[src/hw/rtl/rzs_fifo.sv]
// rzs_fifo: small word queue between the front and back parts
// depends on nothing beyond its parameters
`timescale 1ns / 1ps
`default_nettype none
module rzs_fifo #(
	parameter int W     = 8,
	parameter int DEPTH = 2
) (
	input  wire logic         clk,
	input  wire logic         arst_n,
	input  wire logic         wr_valid,
	output logic              wr_ready,
	input  wire logic [W-1:0] wr_data,
	output logic              rd_valid,
	input  wire logic         rd_ready,
	output logic [W-1:0]      rd_data
);
	localparam int PW = (DEPTH > 1) ? $clog2(DEPTH) : 1;
	localparam int NW = $clog2(DEPTH + 1);

	logic [W-1:0]  mem_q [DEPTH];
	logic [PW-1:0] wp_q, rp_q;
	logic [NW-1:0] cnt_q;
	logic          push, pop;

	assign wr_ready = (cnt_q != NW'(DEPTH));
	assign rd_valid = (cnt_q != '0);
	assign rd_data  = mem_q[rp_q];
	assign push     = wr_valid && wr_ready;
	assign pop      = rd_valid && rd_ready;

	always_ff @(posedge clk) begin
		if (push) begin
			mem_q[wp_q] <= wr_data;
		end
	end

	always_ff @(posedge clk or negedge arst_n) begin
		if (!arst_n) begin
			wp_q  <= '0;
			rp_q  <= '0;
			cnt_q <= '0;
		end else begin
			if (push) begin
				wp_q <= (wp_q == PW'(DEPTH - 1)) ? '0 : wp_q + 1'b1;
			end
			if (pop) begin
				rp_q <= (rp_q == PW'(DEPTH - 1)) ? '0 : rp_q + 1'b1;
			end
			if (push && !pop) begin
				cnt_q <= cnt_q + 1'b1;
			end else if (pop && !push) begin
				cnt_q <= cnt_q - 1'b1;
			end
		end
	end

	a_cnt_bound: assert property (@(posedge clk) disable iff (!arst_n)
		cnt_q <= NW'(DEPTH)) else $error("queue count beyond depth");
	a_no_pop_empty: assert property (@(posedge clk) disable iff (!arst_n)
		(cnt_q == '0) |-> !pop) else $error("pop from empty queue");
	a_cnt_step: assert property (@(posedge clk) disable iff (!arst_n)
		(push && !pop) |=> (cnt_q == $past(cnt_q) + 1'b1)) else $error("count step");
endmodule
`default_nettype wire

[config.mk]
export PLATFORM = sky130hd
export DESIGN_NAME = rzs_fifo
export DESIGN_NICKNAME = d
export VERILOG_FILES = /design/src/hw/rtl/rzs_fifo.sv
export SDC_FILE = /design/constraint.sdc
export NUM_CORES = 1
export LEC_CHECK = 0
export ABC_CLOCK_PERIOD_IN_PS = 1300
export BUFFER_PORTS_ARGS = -buffer_cell sky130_fd_sc_hd__buf_4
export CORE_MARGIN = 5
export CORE_UTILIZATION = 45
export CTS_BUF_LIST = sky130_fd_sc_hd__clkbuf_4 sky130_fd_sc_hd__clkbuf_8
export DETAILED_ROUTE_END_ITERATION = 8
export PLACE_DENSITY = 0.73
export SYNTH_ARGS = -nofsm -noshare
export SYNTH_HDL_FRONTEND = slang
export SYNTH_SLANG_ARGS = --single-unit
export TNS_END_PERCENT = 1
[constraint.sdc]
create_clock -name clk -period 1.3 [get_ports clk]
set_input_delay 0.13 -clock clk [delete_from_list [all_inputs] [get_ports clk]]
set_output_delay 0.13 -clock clk [all_outputs]
set_load 0.005 [all_outputs]
Word-level counts from Yosys, hierarchy flattened --
Memories as Yosys holds them, arrays and structs flattened. Cells that the tools add are included. Widths: inputs -> output; s select.
Cells by class: reductions and logical operators 8, add/subtract/negate cells 4, eq/ne operators 1, mux-type cells 6
Operators with widths (number):
- $logic_and 1x1->1 | 4
- $mux 1 | 4
- $mux 2 | 2
- $reduce_bool 2->1 | 2
- $add 1x1->1 const B | 2
- $add 2x1->2 const B | 1
- $logic_not 1->1 | 2
- $ne 2x2->1 const B | 1
- $sub 2x1->2 const B | 1
Word-level totals: word-level logic and storage cells 23, memories kept 1, bits in writable memories 16, flip-flop bits (word level) 4, bits of input ports 12
Memory list:
- mem_q | words 2, width 8, rd ports 1, clocked after Yosys merged registers in 0, wr ports 1, line 21 | logic [W-1:0] mem_q [DEPTH];

Logic depth before layout (Yosys ltp) --
Gate-level depths: netlist of the first run.
word-level depth 6, mapped depth 7, gate-level depth less buffers 7

Worst setup path after synthesis of the first run --
Ideal clock, no wire load.
kind reg2reg, start reg cnt_q[0], end mem mem_q[0][0], enable pin, slack -0.070 ns, arrival 1.000 ns, buffers on the path 0, stages on the path, launching flop included 4, clock period less this slack 1.370 ns, path through dfrtp_1 nand2b_4 nand2_1 nor2_1
Between the ends: longest elaborated chain between the ends 4
Ends and longest elaborated chain:
- start: declaration | line 23 | logic [NW-1:0] cnt_q;
- start signal: assignment | line 51 | cnt_q <= cnt_q + 1'b1;
- start signal: assignment | line 53 | cnt_q <= cnt_q - 1'b1;
- $ne 2x2->1 | line 26 | assign wr_ready = (cnt_q != NW'(DEPTH));
- named net wr_ready | line 12 | output logic wr_ready,
- $logic_and 1x1->1 | line 29 | assign push = wr_valid && wr_ready;
- $mux 1 | line 33 | if (push) begin
- $mux 1 (not written as such) | line 34 | mem_q[wp_q] <= wr_data;
- end: declaration | line 21
The timed path passes the listed nets, and every way through them passes these cells.

Final worst setup path of the first run --
start reg rp_q, end out rd_data[5]
Between the ends: longest elaborated chain between the ends 1
Ends and longest elaborated chain:
- start: declaration | line 22 | logic [PW-1:0] wp_q, rp_q;
- start signal: assignment | line 48 | rp_q <= (rp_q == PW'(DEPTH - 1)) ? '0 : rp_q + 1'b1;
- $mem_v2 2x8
- end: declaration | line 16 | output logic [W-1:0] rd_data
Every way passes these cells.

==> summary.log, run 1 <==
qor: clock_network.insertion_delay 0.30 ns
qor: placement.dp_hpwl 916.6 µm
qor: setup_path.cp_cell_sequence buf_6, mux2_4, buf_6
qor: detailed_routing.wl 1.387 mm
qor: cells_and_area.nets 99
qor: timing.holdWs 0.1460 ns
qor: cells_and_area.layout_commonest_cell sky130_fd_sc_hd__buf_4
qor: cells_and_area.fillers 118
qor: timing.setup_viol 9
qor: placement.numPlacedInstances 86
qor: flow_run.timing.max_cap.violations 0
qor: die.rows 15
qor: yosys.mappedNetlistNets 56
qor: die.dieWidth 51.82 µm
qor: grt.grt_antenna_before_repair 0
qor: detailed_routing.post_drt_antenna_nets 0
qor: timing.slew_headroom 86.34%
qor: timing.final.period_utilization 109.6%
qor: clock_network.clkSlewWorstSetupHoldPaths 0.11 ns
qor: grt.grt_overflow 0
qor: power.power_density 2004 nW/µm²
qor: clock_network.cts-htree-levels 1
qor: setup_path.timing.reg2reg.setup_slack -0.07 ns
qor: detailed_routing.dr_total_vias 490
qor: cells_and_area.antennaDiodeCount 0
qor: detailed_routing.routedWlPerCell 13.60 µm
qor: status.violations_in_the_final_reports negative setup slack
qor: setup_path.startpoint_type flip-flop
qor: setup_path.crit_top_cell sky130_fd_sc_hd__buf_6
qor: yosys.ys_ff_latch 20
qor: yosys.seq_area_frac_synth 73.77%
qor: timing.rsz0062_at_grt yes
qor: yosys.yosysUniqueCellTypes 14
qor: timing.clock.fmax 0.7019 GHz
qor: detailed_routing.post-route-drc-count 0
qor: grt.all_layer_global_routing_usage 11.37%
qor: clock_network.clockBufferDepth 2
qor: timing.finalHoldViolCount 0
qor: timing.fin_skew 0.002517 ns
qor: clock_network.tritoncts_clock_tree done
qor: detailed_routing.drt_pre_antenna_iters 2
qor: power.design_power_total 0.002349 W
qor: cells_and_area.postLayoutCellArea 1172 µm²
qor: clock_network.numCtsBuffers 3
qor: timing.fin_ws -0.1247 ns
qor: setup_path.worst-endpoint-arrival 1.29 ns
qor: timing.finalWorstPathRequiredPeriod 1.425 ns
qor: timing.finalMaxSlewViolations 0
qor: setup_path.crit_reg_reg_endpoint cnt_q[1]
qor: detailed_routing.detail_route.vias_per_cell 4.804
qor: die.total_die_area 2685 µm²
qor: hold_path.min-delay-path-class in -> async
qor: power.vdd_drop_max 1040 µV
qor: setup_path.ff2ff_path_depth 6
qor: status.run_status complete, but fails checks
qor: die.ports 22
qor: clock_network.cts.sinks 20
qor: grt.pin_count_of_the_biggest_net_entering_global_routing 12
qor: yosys.synth_area_per_cell 18.30 µm²
qor: cells_and_area.proportion_of_layout_cells_with_a_drive_suffix_above_1 55.29%
qor: setup_path.critPathKind reg -> out
qor: setup_path.crit_path_max_incr_delay 0.44 ns
qor: setup_path.cp_max_fo 5
qor: clock_network.clock_tree.root_cell sky130_fd_sc_hd__clkbuf_4
qor: die.core-area 1689 µm²
qor: power.leakagePower 0.4965 nW
qor: yosys.yosys_warnings 0
qor: die.floorplan.initialDensity 46.59%
qor: placement.placed_cell_area 1008 µm²
qor: cells_and_area.final_cell_count_without_fillers 102
qor: timing.tightestPinTransition 0.2049 ns
qor: die.dieHeight 51.82 µm
qor: placement.placement.io_buffers 21
qor: grt.grt_pass1_vias 478
qor: placement.gp_routability_congestion 0.6562
qor: detailed_routing.initialDrtViolationCount 4
qor: setup_path.cpMaxStageDelayCell sky130_fd_sc_hd__dfrtp_2
qor: setup_path.origin_of_the_critical_flop_to_flop_path cnt_q[1]
qor: setup_path.critPathRequiredTime 1.17 ns
qor: yosys.netlist_area 787.0 µm²
qor: setup_path.timing.critical_path.to_type output pin
qor: yosys.synth_cells 43
qor: cells_and_area.layout_common_cells sky130_fd_sc_hd__buf_4 (26), sky130_fd_sc_hd__edfxtp_1 (16), sky130_fd_sc_hd__dlygate4sd3_1 (9)
qor: cells_and_area.area_delta_synth_final 48.97%
qor: grt.wire_length_of_the_first_global_routing_pass 2.035 mm
## state kept, by name, summed over array words and instances (netlist names)
register / count
cnt_q: 2
mem_q: 16
rp_q: 1
wp_q: 1
## through the flow
stage                     setup slack, ns  utilization, %  TNS [ns]
final                             -0.1247           69.41   -0.9851
after global routing              -0.1726           69.41    -1.660
after CTS                         -0.1153           65.48   -0.9298
after detailed placement         -0.05374           59.70  -0.05374
after floorplan                  -0.05080               -  -0.05080
after global placement           -0.01854           59.70  -0.01854
## worst max-delay path by stage
stage	start	to	slack [ns]
2_1_floorplan	cnt_q[0]	cnt_q[1]	-0.05
3_3_place_gp	cnt_q[1]	cnt_q[1]	-0.02
3_5_place_dp	cnt_q[1]	cnt_q[1]	-0.05
6_report	rp_q	rd_data[5]	-0.12
5_1_grt	rp_q	rd_data[0]	-0.17
4_1_cts	rp_q	rd_data[5]	-0.12
## synth_stat cells
cell type | count | area, µm²
sky130_fd_sc_hd__nand2_4 | 1 | 11.26
sky130_fd_sc_hd__nor2_1 | 2 | 7.510
sky130_fd_sc_hd__nand2_1 | 1 | 3.750
sky130_fd_sc_hd__or2_4 | 1 | 8.760
sky130_fd_sc_hd__mux2_2 | 8 | 90.09
sky130_fd_sc_hd__and3_1 | 1 | 6.260
sky130_fd_sc_hd__xnor2_1 | 3 | 26.28
sky130_fd_sc_hd__ha_1 | 1 | 12.51
sky130_fd_sc_hd__nand2b_4 | 1 | 13.76
sky130_fd_sc_hd__xor2_1 | 2 | 17.52
sky130_fd_sc_hd__inv_1 | 1 | 3.750
sky130_fd_sc_hd__edfxtp_1 | 16 | 480.5
sky130_fd_sc_hd__dfrtp_1 | 4 | 100.1
sky130_fd_sc_hd__buf_2 | 1 | 5.000
## area by class of cell
cell class	instances	area [µm²]	share of cell area, %
Tap cell	17	21.27	1.814
Sequential cell	20	581.8	49.63
Timing Repair Buffer	39	330.3	28.18
Inverter	1	3.754	0.3202
Clock buffer	3	22.52	1.921
Multi-Input combinational cell	21	209.0	17.82
Clock inverter	1	3.754	0.3202
## worst max-delay path, delay by kind of cell (launching register included)
family,cells,cell delay [ns]
mux,1,0.30
buf+inv,2,0.26
flops,1,0.44
## power breakdown
group | internal (W) | switching [W]
combinational | 0.000674 | 0.000394
clock | 0.000112 | 0.000186
sequential | 0.000898 | 0.0000842
## layer usage
layer  track usage, %  vias up  part of all wire, %
li1                 -      238                    -
met1            13.23      235                   38
met2            16.74       14                   54
met3            4.011        3                  5.2
met4            9.170        0                  2.6
met5                0        -                    0
## cells by family after synthesis
| family | Yosys count | synth area share (%) |
|---|---|---|
| adder cells (fa/ha/maj) | 1 | 1.590 |
| multiplexers | 8 | 11.45 |
| XOR/XNOR | 5 | 5.565 |
| buffers and inverters | 2 | 1.112 |
| flip-flops | 20 | 73.77 |
| AND/OR/NAND/NOR | 7 | 6.518 |
## what timing repair did
item	in CTS	in global routing
endpoints found under the setup margin	9	26
endpoints found under the hold margin	9	10
gates resized for setup	7	3
setup buffers	2	1
hold buffers	4	5
Note: power is estimated with default switching activity, not from simulation.
==> run 2: changes to the inputs <==
Settings changed: ABC_CLOCK_PERIOD_IN_PS 1300 to 1550, PLACE_DENSITY 0.73 to 0.7.
Clock period 1.3 ns to 1.55 ns, I/O delays scaled along.
==> summary.log, run 2 (same netlist as run 1, synthesis figures left out) <==
qor: power.power_frac_seq 47.5% [+5.7 points]
qor: cells_and_area.area_delta_synth_final 31.16%
qor: cells_and_area.max_reg_flops 16 [unchanged]
qor: cells_and_area.registers.top_by_ff_count mem_q
qor: timing.finalWorstPathRequiredPeriod 1.452 ns
qor: power.design_power_total 0.001826 W [-22%]
qor: cells_and_area.layout_commonest_cell sky130_fd_sc_hd__buf_4
qor: flow_run.timing.max_cap.violations 0 [unchanged]
qor: power.internal_power 0.001319 W [-22%]
qor: detailed_routing.detail_route.vias_per_cell 4.830 [+0.53%]
qor: placement.numPlacedInstances 82 [-4.7%]
qor: grt.pin_count_of_the_biggest_net_entering_global_routing 12 [unchanged]
qor: grt.wire_length_of_the_first_global_routing_pass 2.104 mm [+3.4%]
qor: cells_and_area.antennaDiodeCount 0 [unchanged]
qor: die.ports 22 [unchanged]
qor: timing.final.period_utilization 93.66%
qor: power.pwr-share-clk 16.0% [+3.3 points]
qor: timing.rsz0062_at_grt yes
qor: clock_network.numCtsBuffers 3 [unchanged]
qor: cells_and_area.proportion_of_layout_cells_with_a_drive_suffix_above_1 57.75% [+2.5 points]
qor: timing.slew_headroom 73.81% [-13 points]
qor: clock_network.insertion_delay 0.29 ns [about the same]
qor: timing.clock.fmax 0.6888 GHz
qor: timing.finalHoldViolCount 0 [unchanged]
qor: setup_path.timing.critical_path.to_type flip-flop
qor: timing.tightestPinTransition 0.3929 ns [+0.1880 ns]
qor: cells_and_area.fillers 136 [+15%]
qor: power.leakagePower 0.4261 nW [-14%]
qor: detailed_routing.initialDrtViolationCount 4 [unchanged]
qor: die.core-area 1689 µm² [unchanged]
qor: cells_and_area.final_cell_count_without_fillers 88 [-14%]
qor: setup_path.critPathRequiredTime 1.77 ns [+0.60 ns]
qor: placement.placement.io_buffers 21 [unchanged]
qor: grt.grt_pass1_vias 466 [-2.5%]
qor: hold_path.min-delay-path-class in -> reg
qor: status.run_status completed
qor: clock_network.cts-htree-levels 1 [unchanged]
qor: detailed_routing.drt_pre_antenna_iters 2 [unchanged]
qor: timing.tns 0 ns [+0.9851 ns]
qor: timing.setup_viol 0 [-9]
qor: cells_and_area.nets 85 [-14%]
qor: clock_network.cts.sinks 20 [unchanged]
qor: placement.gp_routability_congestion 0.6803 [+3.7%]
qor: detailed_routing.routedWlPerCell 13.90 µm [+2.2%]
qor: clock_network.clkSlewWorstSetupHoldPaths 0.11 ns [about the same]
qor: setup_path.cp_max_fo 4 [-1]
qor: die.rows 15 [unchanged]
qor: clock_network.clockBufferDepth 2 [unchanged]
qor: detailed_routing.wl 1.223 mm [-12%]
qor: grt.grt_overflow 0 [unchanged]
qor: detailed_routing.post-route-drc-count 0 [unchanged]
qor: clock_network.tritoncts_clock_tree done
qor: setup_path.critPathKind reg -> reg
qor: setup_path.worst-endpoint-arrival 1.68 ns [+0.39 ns]
qor: timing.fin_skew 0.004404 ns [+0.001888 ns]
qor: power.power.net_switching 0.0005077 W [-24%]
qor: detailed_routing.dr_total_vias 425 [-13%]
qor: grt.grt_antenna_before_repair 0 [unchanged]
qor: power.part_of_the_total_power_dissipated_in_combinational_logic 36.5% [-9.0 points]
qor: grt.all_layer_global_routing_usage 11.39% [+0.019 points]
qor: timing.holdWs 0.03890 ns [-0.1071 ns]
qor: cells_and_area.regs_by_ff_count mem_q (16), cnt_q (2)
qor: placement.dp_hpwl 890 µm [-2.9%]
qor: power.switching_share 27.80% [-0.50 points]
qor: timing.finalMaxSlewViolations 0 [unchanged]
qor: power.power_density 1769 nW/µm² [-12%]
qor: die.total_die_area 2685 µm² [unchanged]
qor: die.dieHeight 51.82 µm [unchanged]
qor: clock_network.clock_tree.root_cell sky130_fd_sc_hd__clkbuf_4
qor: die.floorplan.initialDensity 46.59% [unchanged]
qor: cells_and_area.layout_common_cells sky130_fd_sc_hd__buf_4 (24), sky130_fd_sc_hd__edfxtp_1 (16), sky130_fd_sc_hd__mux2_2 (8)
qor: detailed_routing.post_drt_antenna_nets 0 [unchanged]
qor: die.dieWidth 51.82 µm [unchanged]
qor: power.vdd_drop_max 1074 µV [+3.3%]
qor: setup_path.startpoint_type flip-flop
-- run 2: worst max-delay path, cell delays in order (launching register included) --
cell,delay (ns)
sky130_fd_sc_hd__dfrtp_2,0.45
sky130_fd_sc_hd__nand2b_4,0.15
sky130_fd_sc_hd__nand2_1,0.11
sky130_fd_sc_hd__inv_1,0.06
sky130_fd_sc_hd__ha_1,0.30
sky130_fd_sc_hd__nor2_1,0.15
sky130_fd_sc_hd__xor2_1,0.16
-- run 2: cell type report --
class,instances,area (µm²),area share (%)
inverter,1,3.754,0.3636
clock buffer,4,36.28,3.515
sequential,20,583.1,56.48
tap,17,21.27,2.061
multi-input combinational,21,197.7,19.15
timing repair buffer,25,190.2,18.42
-- run 2: power groups by stage --
| stage | Combinational, W | Clock [W] | Sequential (W) |
|---|---|---|---|
| floorplan | 0.000417 | 0 | 0.000817 |
| global placement | 0.000643 | 0 | 0.000874 |
| detailed placement | 0.000649 | 0 | 0.000882 |
| CTS | 0.000656 | 0.000303 | 0.000873 |
| global route | 0.000735 | 0.000339 | 0.000892 |
| finish | 0.000667 | 0.000292 | 0.000868 |
-- run 2: routing by layer --
metal / share of wire [%] / vias up / global-route usage, %
met5: 0 / - / 0
met4: 0 / 0 / 6.550
met3: 6.9 / 0 / 4.011
met2: 51 / 13 / 16.95
met1: 42 / 200 / 14.21
li1: - / 212 / -
-- run 2: worst paths after layout --
path | endpoint | depth (start not counted) | from | slack [ns]
max in group asynchronous | rp_q | 2 | arst_n | 1.25
min in group asynchronous | cnt_q[1] | 2 | arst_n | 0.18
max reg2reg | cnt_q[1] | 6 | cnt_q[0] | 0.1
max | cnt_q[1] | 6 | cnt_q[0] | 0.1
min | mem_q[1][5] | 1 | wr_data[5] | 0.04
min reg2reg | wp_q | 1 | wp_q | 0.51
-- run 2: timing repair --
item / CTS / global route
hold endpoints to repair: 4 / 0
buffers inserted: 0 / 1
hold buffers: 1 / 0
gates resized for setup: 1 / 1
setup endpoints to repair: 8 / 4
-- run 2: per-stage QoR --
| step | util, % | area (µm²) | setup slack (ns) |
|---|---|---|---|
| after floorplan | - | 787.0 | 0.1795 |
| after global placement | 57.78 | 975.9 | 0.1368 |
| after detailed placement | 57.78 | 975.9 | 0.1188 |
| after CTS | 60.59 | 1023 | 0.05693 |
| after global routing | 61.11 | 1032 | -0.001883 |
| final | 61.11 | 1032 | 0.09826 |
