<file path="src/hw/rtl/rzs_pkg.sv">
// rzs_pkg: shared constants for the rolling z-score threshold signal block
// register indexes, signal codes, reset values and default sizes
// no dependencies
`timescale 1ns / 1ps
`default_nettype none
package rzs_pkg;
	localparam int DEF_MAX_WINDOW = 256;
	localparam int FIFO_DEPTH     = 2;
	localparam int PRICE_W        = 32;
	localparam int CFG_IDX_W      = 2;
	localparam int CFG_DATA_W     = 32;

	localparam logic [CFG_IDX_W-1:0] REG_WINDOW_LENGTH = 2'd0;
	localparam logic [CFG_IDX_W-1:0] REG_Z_THRESHOLD   = 2'd1;
	localparam logic [CFG_IDX_W-1:0] REG_ORDER_SIZE    = 2'd2;

	localparam logic [1:0] SIG_HOLD = 2'd0;
	localparam logic [1:0] SIG_BUY  = 2'd1;
	localparam logic [1:0] SIG_SELL = 2'd2;

	localparam logic [8:0]  RST_WINDOW_LENGTH = 9'd20;
	localparam logic [15:0] RST_Z_THRESHOLD   = 16'd512;
	localparam logic [31:0] RST_ORDER_SIZE    = 32'd65536;
endpackage
`default_nettype wire

</file>
<file path="src/hw/rtl/rzs_front.sv">
// rzs_front: accepts price words, tracks window pointer and fill count
// and issues one command word per price; uses rzs_pkg
`timescale 1ns / 1ps
`default_nettype none
module rzs_front #(
	parameter int MAX_WINDOW = 256,
	parameter int AW         = 8,
	parameter int CW         = 9,
	parameter int CMD_W      = 51
) (
	input  wire logic                        clk,
	input  wire logic                        arst_n,
	input  wire logic [8:0]                  window_length,
	input  wire logic                        clear,
	input  wire logic                        in_valid,
	output logic                             in_ready,
	input  wire logic [rzs_pkg::PRICE_W-1:0] price,
	output logic                             cmd_valid,
	input  wire logic                        cmd_ready,
	output logic [CMD_W-1:0]                 cmd
);
	import rzs_pkg::*;

	localparam int LW = (CW > 9) ? CW : 9;

	typedef struct packed {
		logic [PRICE_W-1:0] price;
		logic [AW-1:0]      addr;
		logic [CW-1:0]      n;
		logic               full;
		logic               recomp;
	} cmd_t;

	logic [AW-1:0] wp_q, wp_use, wp_nxt;
	logic [CW-1:0] fill_q, fill_nxt, len;
	logic [LW-1:0] wl_ext;
	cmd_t          c;
	logic          acc;

	always_comb begin
		wl_ext = LW'(window_length);
		if (window_length == '0) begin
			len = CW'(1);
		end else if (wl_ext > LW'(MAX_WINDOW)) begin
			len = CW'(MAX_WINDOW);
		end else begin
			len = CW'(wl_ext);
		end
		wp_use   = (CW'(wp_q) >= len) ? '0 : wp_q;
		wp_nxt   = ((CW'(wp_use) + 1'b1) >= len) ? '0 : wp_use + 1'b1;
		fill_nxt = (fill_q < len) ? fill_q + 1'b1 : fill_q;
		c.price  = price;
		c.addr   = wp_use;
		c.n      = fill_nxt;
		c.full   = (fill_nxt == len);
		c.recomp = (fill_nxt >= CW'(2));
	end

	assign in_ready  = cmd_ready;
	assign cmd_valid = in_valid;
	assign cmd       = c;
	assign acc       = in_valid && cmd_ready;

	always_ff @(posedge clk or negedge arst_n) begin
		if (!arst_n) begin
			wp_q   <= '0;
			fill_q <= '0;
		end else if (clear) begin
			wp_q   <= '0;
			fill_q <= '0;
		end else if (acc) begin
			wp_q   <= wp_nxt;
			fill_q <= fill_nxt;
		end
	end
endmodule
`default_nettype wire

</file>
<file path="config.mk">
export PLATFORM = sky130hd
export DESIGN_NAME = rzs_front
export DESIGN_NICKNAME = d
export VERILOG_FILES = /design/src/hw/rtl/rzs_pkg.sv /design/src/hw/rtl/rzs_front.sv
export SDC_FILE = /design/constraint.sdc
export NUM_CORES = 1
export LEC_CHECK = 0
export BUFFER_PORTS_ARGS = -buffer_cell sky130_fd_sc_hd__buf_2
export CORE_UTILIZATION = 52
export CTS_CLUSTER_DIAMETER = 150
export DETAILED_ROUTE_END_ITERATION = 10
export GPL_ROUTABILITY_DRIVEN = 1
export PLACE_DENSITY = 0.95
export RECOVER_POWER = 25
export REMOVE_ABC_BUFFERS = 1
export SLEW_MARGIN = 20
export SYNTH_ARGS = -nofsm -noshare
export SYNTH_HDL_FRONTEND = slang
export SYNTH_SLANG_ARGS = --single-unit
</file>
<file path="constraint.sdc">
create_clock -name clk -period 8.9 [get_ports clk]
set_clock_uncertainty 0.05 [all_clocks]
set_input_delay 0.89 -clock clk [delete_from_list [all_inputs] [get_ports clk]]
set_output_delay 0.89 -clock clk [all_outputs]
set_load 0.05 [all_outputs]
</file>
# Word level (Yosys, flattened, before mapping)
# Cells that the tools add are included.
[word_totals]
wordCells = 23
register_bits = 17
out_inout_bits = 53
[op_classes]
order_cmp = 5
reduce_logical = 3
add_sub_neg = 3
muxes = 9
n_eq_ne = 1
[ops]
columns = ["cell", "count"]
rows = [
  ["2-to-1 mux 9 bit", 5],
  ["2-to-1 mux 8 bit", 4],
  ["adder 8 x 1 -> 9 bit (second input constant)", 1],
  ["adder 9 x 1 -> 9 bit (second input constant)", 1],
  ["== test 9 bit", 1],
  ["greater-or-equal comparator 8 x 9 -> 1 bit", 1],
  ["greater-or-equal comparator 9 x 2 -> 1 bit (second input constant)", 1],
  ["greater-or-equal comparator 9 bit", 1],
  ["> comparator 9 bit (second input constant)", 1],
  ["zero test 9 bit", 1],
  ["less-than comparator 9 bit", 1],
  ["adder 8 x 1 -> 8 bit (second input constant)", 1],
  ["nonzero test 2 bit", 1],
  ["logical AND 1 bit", 1],
]

# Logic depth before layout (Yosys ltp)
# Gate-level depths: netlist (run 1).
[depth]
ltp_word = 10
mapped_depth = 23
mapped_depth_nobuf = 22

# Least setup slack after synthesis (run 1)
# Ideal clock, no wire load.
[synth_timing]
path_type = "input to output"
from = "input window_length[8]"
to = "output cmd[1]"
required_time_ns = 7.960
path_stages = 12
arrival_ns = 4.545
path_slack_ns = 3.415
path_cell_list = "inv_2 clkbuf_1 nand2_1 ha_1 a21oi_1 o21ai_1 a21oi_2 nand3_1 xnor2_1 mux2i_1 a21oi_1 nor4_2"
[synth_via]
elab_chain_cells = 6
[synth_rtl]
columns = ["item", "line_no", "rtl"]
rows = [
  ["start, declared", "rzs_front.sv:13", "input wire logic [8:0] window_length,"],
  ["> comparator 9 bit", "rzs_front.sv:44", "end else if (wl_ext > LW'(MAX_WINDOW)) begin"],
  ["2-to-1 mux 9 bit", "rzs_front.sv:44", ""],
  ["2-to-1 mux 9 bit (*)", "rzs_front.sv:42", "if (window_length == '0) begin"],
  ["less-than comparator 9 bit (*)", "rzs_front.sv:51", "fill_nxt = (fill_q < len) ? fill_q + 1'b1 : fill_q;"],
  ["2-to-1 mux 9 bit (*)", "rzs_front.sv:51", ""],
  ["named net cmd[7]", "rzs_front.sv:20", "output logic [CMD_W-1:0] cmd"],
  ["== test 9 bit (*)", "rzs_front.sv:55", "c.full = (fill_nxt == len);"],
  ["end, declared", "rzs_front.sv:20", ""],
]
# Mark *: on every way through the listed nets, which the timed path passes. The rest lies on a longest branch.

# Final worst setup path (run 1)
[layout_timing]
from = "input window_length[8]"
to = "register wp_q[7]"
[layout_via]
elab_chain_cells = 10
[layout_rtl]
columns = ["item", "line_no", "rtl"]
rows = [
  ["> comparator 9 bit", "rzs_front.sv:44", ""],
  ["2-to-1 mux 9 bit", "rzs_front.sv:44", ""],
  ["2-to-1 mux 9 bit (*)", "rzs_front.sv:42", ""],
  ["greater-or-equal comparator 8 x 9 -> 1 bit", "rzs_front.sv:49", "wp_use = (CW'(wp_q) >= len) ? '0 : wp_q;"],
  ["2-to-1 mux 8 bit", "rzs_front.sv:49", ""],
  ["adder 8 x 1 -> 9 bit", "rzs_front.sv:50", "wp_nxt = ((CW'(wp_use) + 1'b1) >= len) ? '0 : wp_use + 1'b1;"],
  ["greater-or-equal comparator 9 bit", "rzs_front.sv:50", ""],
  ["2-to-1 mux 8 bit (*)", "rzs_front.sv:50", ""],
  ["2-to-1 mux 8 bit (*)", "rzs_front.sv:71", "end else if (acc) begin"],
  ["2-to-1 mux 8 bit (*)", "rzs_front.sv:68", "end else if (clear) begin"],
  ["end signal, assigned", "rzs_front.sv:72", "wp_q <= wp_nxt;"],
  ["end, declared", "rzs_front.sv:34", "logic [AW-1:0] wp_q, wp_use, wp_nxt;"],
]
# Every way passes the cells marked *; elsewhere a longest branch is shown, timed or not. The select of a mux whose other input is x is not followed.
# A chain may end at the register's enable or synchronous reset.

==> qor.csv, run 1 <==
metric,value,unit
status,"finished, final reports clean",
Crit. Startpoint,window_length[8],
Post-Syn Area,2252,sq um
Crit Path Category,input port to flop,
Max Clk Rate,183.4,MHz
Die Y,67.81,microns
setup ws final,3.448,ns
Die Span X,67.81,microns
leading area contributor after synthesis,dfrtp_1,
all-layer global routing usage,29.87,%
placed insts,316,
unrepaired setup endpoints after global routing,false,
terminus of the critical flop-to-flop path,wp_q[7],
Fillers,365,
total area of sequential cells,425.4,sq um
Synth Flop Type,dfrtp_1,
"Data arrival, critical path",5.54,ns
post-route ant nets,0,
Max VDD drop,0.00005875,V
Final Instance Area,2248,sq um
fin nets,344,
initial core utilization,55.11,%
"top cells by area, synth","dfrtp_1 19%, ha_1 15%, buf_4 11%",
library cells used by synthesis,54,
clock sinks,17,
Post-synth ARST share,100.0,%
setup TNS,0,ns
Worst Path Max Fanout,14,
share of Yosys cell area claimed by the top area cell type,18.89,%
TritonCTS Buffers,3,
"FF+latch count, synth",17,
Pwr per Cell Area,90.28,nW/um^2
Detailed Route Iter0 Violations,203,
vias in the first global route,1970,
P&R area growth vs syn,-0.1665,%
GP Congestion,0.9919,
clock slew at reported path FFs,0.07,ns
drt total wl,6397,microns
antenna cells,0,
Post-CTS Setup Repair Bufs,0,
Slew @ Worst Pin,0.9321,ns
post-cts sizing count,0,
smallest hold slack,0.5296,ns
reg2reg path depth,19,
number of max-cap violations,0,
Synth Area per Inst,8.280,sq um
CP startpoint kind,input port,
"Slew Viols, Final",0,
Rel. slew slack,37.04,%
initial antenna violation count,0,
DP Area,2205,sq um
reg2reg setup slack,4.32,ns
largest net degree at the start of global routing,18,
sequential area share after synthesis,18.89,%
CTS tree,yes,
I/O pin cnt,99,
Die Area,4598,sq um
reg2reg start,wp_q[0],
Post-synth EDFFs,0,
first-pass GRT wire length,9832,microns
Post-Place Setup Slack,3.276,ns
post-DP HPWL,5179,microns
DR WL/cell,19.99,microns
Yosys Warn Count,0,
crit path to,wp_q[7],
ratio of cells with drive above 1 in the final layout,19.63,%
Core Area,4086,sq um
via count,2026,
Worst-Skew Late Latency,0.25,ns
Post-Syn Instances,272,
cell row count,23,
Final Non-Filler Cells,320,
Final Critical Period,5.452,ns
Setup crit end kind,flop,
CTS Hold Buffers Added,0,
H-tree levels,1,
TritonRoute pass-1 iters,4,
clock root cell,clkbuf_8,
final-report hold violation count,0,
Port Buf Inserts,34,
DRC,0,
area of the multi-input gates,1520,sq um
Min-Delay Path Class,flop to flop,
via density per instance,6.331,
GR Overflow Total,0,
Final period util,61.26,%
LEAKAGE,1.170,nW
Clock Path Buffers,2,
final-report setup violation count,0,
Worst Path Required,8.99,ns
-- cells by family (layout without fill, tap and decap cells) --
family	Yosys count	in the layout	share of synthesized area [%]
DFF	17	17	18.89
AOI/OAI and AO/OA	50	50	16.83
xor gates and xnor gates	25	25	10.39
and+or+nand+nor	103	103	23.89
adders and majority gates	27	27	15.00
buffers and inverters	47	45	13.61
muxes	3	3	1.389
-- layer usage --
metal	GRT usage [%]	vias to the layer above	part of all wire [%]
met5	3.750	-	0
met4	10.16	0	2.3
met3	16.50	15	15
met2	42.33	144	41
met1	37.67	944	42
li1	-	923	-
-- area by class of cell --
cell class / instances / area share, %
flip-flops and latches: 17 / 18.92
multi-input cells: 208 / 67.61
inverters: 7 / 1.169
well taps: 50 / 2.782
repair buffers: 34 / 7.513
clock buffers: 4 / 2.003
-- sequential cells by signal, summed over array words and instances, names as in the netlist --
signal / cells
wp_q: 8
fill_q: 9
-- through the flow --
step / util (%) / power [W]
after CTS: 55.05 / 0.0002022
after floorplan: - / 0.0001236
after detailed placement: 53.95 / 0.0001441
after global routing: 55.02 / 0.0002138
after global placement: 53.95 / 0.0001416
final: 55.02 / 0.0002030
-- worst min-delay path by stage --
| stage | to | start | depth (start not counted) |
|---|---|---|---|
| floorplan | wp_q[1] | wp_q[1] | 1 |
| global placement | wp_q[0] | wp_q[0] | 1 |
| detailed placement | wp_q[1] | wp_q[1] | 1 |
| CTS | wp_q[5] | arst_n | 1 |
| global route | wp_q[1] | wp_q[1] | 1 |
| finish | wp_q[1] | wp_q[1] | 1 |
-- synth_stat cells, drive strengths merged, types with 2 or more instances --
library cell	instances
dfrtp	17
a21boi	3
xnor2	11
nand2b	3
nor4	3
inv	7
nor3	3
buf	36
nand4	4
o21ai	5
xor2	14
mux2i	2
or2	3
clkbuf	4
ha	27
a22o	6
nand2	28
o21a	2
nand3	12
o211ai	2
a211oi	2
a21o	9
and3	8
nor2	21
a21oi	13
and2	12
-- worst max-delay path, stage by stage --
cell	delay, ns
buf_2	0.16
inv_2	0.12
a22oi_2	0.29
inv_1	0.12
ha_1	0.28
nand2b_1	0.14
a21o_1	0.17
a21o_1	0.17
a21o_1	0.17
a41oi_1	0.77
nand2_1	0.20
inv_1	0.17
ha_1	0.25
nand3_1	0.13
or2_2	0.32
a21boi_0	0.20
ha_1	0.17
a21o_1	0.11
a21oi_1	0.06
o21a_1	0.12
o21a_1	0.27
a22o_1	0.27
-- cells in the final DEF (no fill, tap or decap), types with 2 or more instances in the layout --
cell type / instances
nand4_1: 3
xnor2_1: 10
and2_1: 12
o211ai_1: 2
clkbuf_1: 2
and3_1: 8
xor2_1: 13
nor4_2: 2
a22o_1: 6
buf_2: 33
o21a_1: 2
nand2b_1: 3
or2_2: 2
a21boi_0: 3
nand2_1: 27
a21o_1: 9
nand3_1: 11
clkbuf_8: 3
o21ai_1: 3
inv_1: 6
nor2_1: 21
nor3_1: 3
a21oi_1: 12
dfrtp_1: 17
mux2i_1: 2
ha_1: 27
-- power by group --
part | internal (W) | switching [W] | total [W]
Sequential | 0.0000785 | 0.00000268 | 0.0000812
Combinational | 0.0000204 | 0.0000422 | 0.0000626
Clock | 0.0000318 | 0.0000274 | 0.0000593
(Power assumes the default switching activity.)
==> run 2, diff against run 1 <==
--- a/config.mk
+++ b/config.mk
@@ -6,11 +6,11 @@
 export NUM_CORES = 1
 export LEC_CHECK = 0
 export BUFFER_PORTS_ARGS = -buffer_cell sky130_fd_sc_hd__buf_2
-export CORE_UTILIZATION = 52
+export CORE_UTILIZATION = 49
 export CTS_CLUSTER_DIAMETER = 150
 export DETAILED_ROUTE_END_ITERATION = 10
 export GPL_ROUTABILITY_DRIVEN = 1
-export PLACE_DENSITY = 0.95
+export PLACE_DENSITY = 0.9
 export RECOVER_POWER = 25
 export REMOVE_ABC_BUFFERS = 1
 export SLEW_MARGIN = 20
==> constraint.sdc (replaced) <==
create_clock -name clk -period 5.3 [get_ports clk]
set_clock_uncertainty 0.05 [all_clocks]
set_input_delay 0.53 -clock clk [delete_from_list [all_inputs] [get_ports clk]]
set_output_delay 0.53 -clock clk [all_outputs]
set_load 0.05 [all_outputs]
==> qor.csv, run 2 (same netlist as run 1, synthesis figures left out) <==
metric,value,unit
status,"finished, final reports clean",
post-cts sizing count,0,
all-layer global routing usage,26.73,%
drt total wl,6492,microns
most frequent cells in the layout,"33 x buf_2, 27 x nand2_1, 27 x ha_1, 21 x nor2_1, 17 x dfrtp_1",
CTS Hold Buffers Added,0,
I/O pin cnt,99,
reg2reg path depth,19,
post-layout power,0.0003379,W
"Data arrival, critical path",4.80,ns
final-report setup violation count,0,
DP Area,2222,sq um
unrepaired setup endpoints after global routing,false,
CTS tree,yes,
GR Overflow Total,0,
Worst Path Required,5.39,ns
final core occ,51.68,%
total area of sequential cells,425.4,sq um
busiest grt layer,met2,
CP startpoint kind,input port,
combinational power share,31.1,%
biggest regs,"fill_q x9, wp_q x8",
ratio of cells with drive above 1 in the final layout,20.22,%
Worst-Skew Late Latency,0.25,ns
clock share of power,28.6,%
Max Clk Rate,212.4,MHz
Post-CTS Setup Repair Bufs,0,
slowest CP cell,a41oi_1,
Max VDD drop,0.00006599,V
antenna cells,0,
Pwr per Cell Area,149.1,nW/um^2
Die Y,69.80,microns
number of max-cap violations,0,
via density per instance,6.312,
Setup crit end kind,flop,
initial antenna violation count,0,
worst-path cell chain,buf_2 -> inv_2 -> a22oi_2 -> inv_1 -> ha_1 -> nand2b_1 -> a21o_1 -> a21o_1 -> a21o_1 -> a41oi_1 -> nand2_1 -> inv_1 -> ha_1 -> nand3_1 -> or2_2 -> a21boi_0 -> ha_1 -> a21o_1 -> a21oi_1 -> o21a_1 -> o21a_1 -> a22o_1,
met1 usage,35.66,%
Detailed Route Iter0 Violations,147,
cell mode on critical path,a21o_1,
"commonest non-fill, non-tap cell in the layout",buf_2,
Die Span X,69.80,microns
clock root cell,clkbuf_8,
CP peak stage delay,0.45,ns
final-report hold violation count,0,
clock slew at reported path FFs,0.07,ns
clock sinks,17,
setup TNS,0,ns
P&R area growth vs syn,0.6110,%
Worst Path Max Fanout,13,
DR WL/cell,20.04,microns
post-DP HPWL,5219,microns
TritonRoute pass-1 iters,4,
TritonCTS Buffers,3,
internal power,0.0002201,W
Fillers,415,
LEAKAGE,1.178,nW
Slew @ Worst Pin,0.9517,ns
critical path buffer and inverter count,4,
GP Congestion,0.9284,
Die Area,4871,sq um
via count,2045,
smallest hold slack,0.3479,ns
H-tree levels,1,
reg2reg setup slack,1.12,ns
sequential share of power,40.3,%
reg2reg start,wp_q[0],
Biggest register,fill_q,
fin nets,346,
Final period util,88.81,%
met3 GRT Util,13.52,%
M2 GR Usage,37.07,%
Min-Delay Path Class,input port to async pin,
Clock Path Buffers,2,
DRC,0,
"Slew Viols, Final",0,
first-pass GRT wire length,10250,microns
Net Sw Power,0.0001178,W
Core Area,4384,sq um
max FFs per register,9,
Crit Path Category,input port to flop,
initial core utilization,51.37,%
Final Instance Area,2266,sq um
Final Critical Period,4.707,ns
area of the multi-input gates,1520,sq um
post-route ant nets,0,
vias in the first global route,1946,
switching part of the total power,34.86,%
Port Buf Inserts,34,
terminus of the critical flop-to-flop path,wp_q[0],
largest net degree at the start of global routing,18,
Crit path max-delay family,compound AO/OA/AOI/OAI gates,
cell row count,24,
Rel. slew slack,36.55,%
-- run 2: cell types whose count changed in the layout (fill, tap and decap cells not counted), sizes merged --
cell  change
buf       +2
-- run 2: stage by stage --
step                setup slack [ns]  cells
finish                        0.5928    324
global route                  0.3009    324
CTS                           0.6488    324
floorplan                     0.4750    232
global placement              0.6346    320
detailed placement            0.4054    320
-- run 2: worst max path at each step --
| stage | startpoint | to | slack (ns) | cells after the start |
|---|---|---|---|---|
| after floorplan | window_length[4] | wp_q[6] | 0.47 | 20 |
| after global placement | window_length[8] | wp_q[6] | 0.63 | 22 |
| after detailed placement | window_length[8] | wp_q[0] | 0.41 | 22 |
| after CTS | window_length[8] | wp_q[0] | 0.65 | 22 |
| after global routing | window_length[8] | wp_q[7] | 0.30 | 22 |
| final | window_length[8] | wp_q[0] | 0.59 | 22 |
-- run 2: routing by layer --
layer	part of all wire [%]	vias to the layer above
met2	41	145
met5	0.74	-
met4	2.2	2
met1	41	957
li1	-	921
met3	14	20
-- run 2: power by group through the flow --
stage	registers [W]	clock network [W]	logic, W
detailed placement	0.000139	0	0.000104
CTS	0.000136	0.0000976	0.000105
finish	0.000136	0.0000965	0.000105
global route	0.000137	0.000104	0.000113
global placement	0.000139	0	0.000101
floorplan	0.000137	0	0.0000703
-- run 2: final cells by class --
cell class | count | area share (%)
multi-input combinational | 208 | 67.09
sequential | 17 | 18.77
inverter | 7 | 1.160
tap | 52 | 2.871
clock buffer | 4 | 1.988
timing repair buffer | 36 | 8.117
-- run 2: worst reg2reg max path, cell delays in order, from the launching register on --
cell	delay, ns
dfrtp_1	0.39
inv_1	0.07
ha_1	0.28
nand2b_1	0.14
a21o_1	0.17
a21o_1	0.16
a21o_1	0.17
a41oi_1	0.45
nand2_1	0.14
inv_1	0.13
ha_1	0.26
nand3_1	0.12
or2_2	0.31
a21boi_0	0.22
ha_1	0.19
a21o_1	0.11
a21oi_1	0.06
o21a_1	0.12
o21a_1	0.27
a22o_1	0.26
==> run 3, diff against run 2 <==
--- a/config.mk
+++ b/config.mk
@@ -5,7 +5,7 @@
 export SDC_FILE = /design/constraint.sdc
 export NUM_CORES = 1
 export LEC_CHECK = 0
-export BUFFER_PORTS_ARGS = -buffer_cell sky130_fd_sc_hd__buf_2
+export BUFFER_PORTS_ARGS = -buffer_cell sky130_fd_sc_hd__buf_4
 export CORE_UTILIZATION = 49
 export CTS_CLUSTER_DIAMETER = 150
 export DETAILED_ROUTE_END_ITERATION = 10
==> qor.csv, run 3 (same netlist as run 1, synthesis figures left out) <==
metric,value,unit
status,"finished, final reports clean",
DRC,0,
Slew @ Worst Pin,0.9542,ns
initial core utilization,51.37,%
placed insts,319,
Max Clk Rate,220.4,MHz
ratio of cells with drive above 1 in the final layout,20.30,%
Port Buf Inserts,34,
Final Critical Period,4.536,ns
TritonRoute pass-1 iters,8,
clock root cell,clkbuf_8,
Final Instance Area,2342,sq um
Setup crit end kind,flop,
TritonCTS Buffers,3,
initial antenna violation count,0,
Core Area,4384,sq um
cell row count,24,
LEAKAGE,1.189,nW
clock sinks,17,
reg2reg start,wp_q[0],
H-tree levels,1,
vias in the first global route,1937,
Die Area,4871,sq um
terminus of the critical flop-to-flop path,wp_q[6],
drt total wl,6553,microns
P&R area growth vs syn,4.000,%
largest net degree at the start of global routing,18,
number of max-cap violations,0,
reg2reg setup slack,1.24,ns
worst-path cell chain,buf_4 -> nor4_1 -> a22oi_2 -> inv_1 -> ha_1 -> nand2b_1 -> a21o_1 -> a21o_1 -> a21o_1 -> a41oi_1 -> nand2_1 -> inv_1 -> ha_1 -> nand3_1 -> or2_2 -> a21boi_0 -> ha_1 -> a21o_1 -> a21oi_1 -> o21a_1 -> o21a_1 -> a22o_1,
area of the multi-input gates,1520,sq um
CP peak stage delay,0.33,ns
Detailed Route Iter0 Violations,252,
Worst-Skew Late Latency,0.25,ns
Crit path max-delay family,compound AO/OA/AOI/OAI gates,
post-route ant nets,0,
Max VDD drop,0.00006846,V
post-DP HPWL,5143,microns
critical path buffer and inverter count,3,
final-report hold violation count,0,
GR Overflow Total,0,
fin nets,345,
I/O pin cnt,99,
first-pass GRT wire length,10130,microns
CTS tree,yes,
setup TNS,0,ns
Post-CTS Setup Repair Bufs,0,
Post-Place Setup Slack,0.6113,ns
via count,2089,
"Data arrival, critical path",4.62,ns
"Slew Viols, Final",0,
setup ws final,0.7636,ns
Die Span X,69.80,microns
max FFs per register,9,
Die Y,69.80,microns
Critical Path Stages,22,
unrepaired setup endpoints after global routing,false,
GP Congestion,0.9659,
final core occ,53.42,%
final-report setup violation count,0,
cell mode on critical path,a21o_1,
antenna cells,0,
total area of sequential cells,425.4,sq um
CP startpoint kind,input port,
biggest regs,"fill_q x9, wp_q x8",
slowest CP cell,nor4_1,
Biggest register,fill_q,
all-layer global routing usage,26.64,%
Fillers,395,
via density per instance,6.467,
Pwr per Cell Area,148.4,nW/um^2
"commonest non-fill, non-tap cell in the layout",buf_4,
clock slew at reported path FFs,0.07,ns
Final period util,85.59,%
most frequent cells in the layout,"34 x buf_4, 27 x nand2_1, 27 x ha_1, 21 x nor2_1, 17 x dfrtp_1",
Min-Delay Path Class,input port to async pin,
Crit Path Category,input port to flop,
Clock Path Buffers,2,
reg2reg path depth,19,
Final Non-Filler Cells,323,
DR WL/cell,20.29,microns
CTS Hold Buffers Added,0,
Worst Path Max Fanout,6,
Rel. slew slack,36.39,%
DP Area,2300,sq um
Worst Path Required,5.39,ns
post-cts sizing count,0,
-- run 3: through the flow --
step | power, W | hold slack [ns]
floorplan | 0.0002076 | 0.1844
global placement | 0.0002452 | 0.3562
detailed placement | 0.0002487 | 0.3593
CTS | 0.0003466 | 0.08940
global route | 0.0003624 | 0.4138
finish | 0.0003477 | 0.3479
-- run 3: how the worst max path moves through the flow --
stage                          start       to  slack, ns
floorplan           window_length[4]  wp_q[6]       0.47
global placement    window_length[4]  wp_q[7]       0.78
detailed placement  window_length[4]  wp_q[7]       0.61
CTS                 window_length[4]  wp_q[6]       0.85
global route        window_length[8]  wp_q[6]       0.57
finish              window_length[4]  wp_q[6]       0.76
-- run 3: area by class of cell --
type | instances | area share [%]
Timing Repair Buffer | 35 | 11.06
Clock buffer | 3 | 1.763
Sequential cell | 17 | 18.16
Clock inverter | 1 | 0.2137
Multi-Input combinational cell | 208 | 64.90
Tap cell | 52 | 2.778
Inverter | 7 | 1.122
-- run 3: per-layer routing --
layer,vias to the layer above,track usage (%),routed length (microns)
met5,-,4.444,0
met4,0,6.889,142
met3,24,14.83,990
met2,153,37.82,2773
met1,984,34.36,2646
li1,928,-,-
-- run 3: report_power, final --
group,switching (W),internal (W),total (W)
clock,0.0000474,0.0000522,0.0000995
combinational,0.0000712,0.0000406,0.000112
sequential,0.00000457,0.000132,0.000136
-- run 3: worst reg2reg max path, cell delays in order, from the launching register on --
cell and delay [ns]:
dfrtp_1 0.40, inv_1 0.07, ha_1 0.29, nand2b_1 0.14, a21o_1 0.17, a21o_1 0.16
a21o_1 0.16, a41oi_1 0.28, nand2_1 0.12, inv_1 0.13, ha_1 0.25, nand3_1 0.13
or2_2 0.30, a21boi_0 0.26, ha_1 0.20, a21o_1 0.10, a21oi_1 0.06, o21a_1 0.12
o21a_1 0.28, a22o_1 0.27
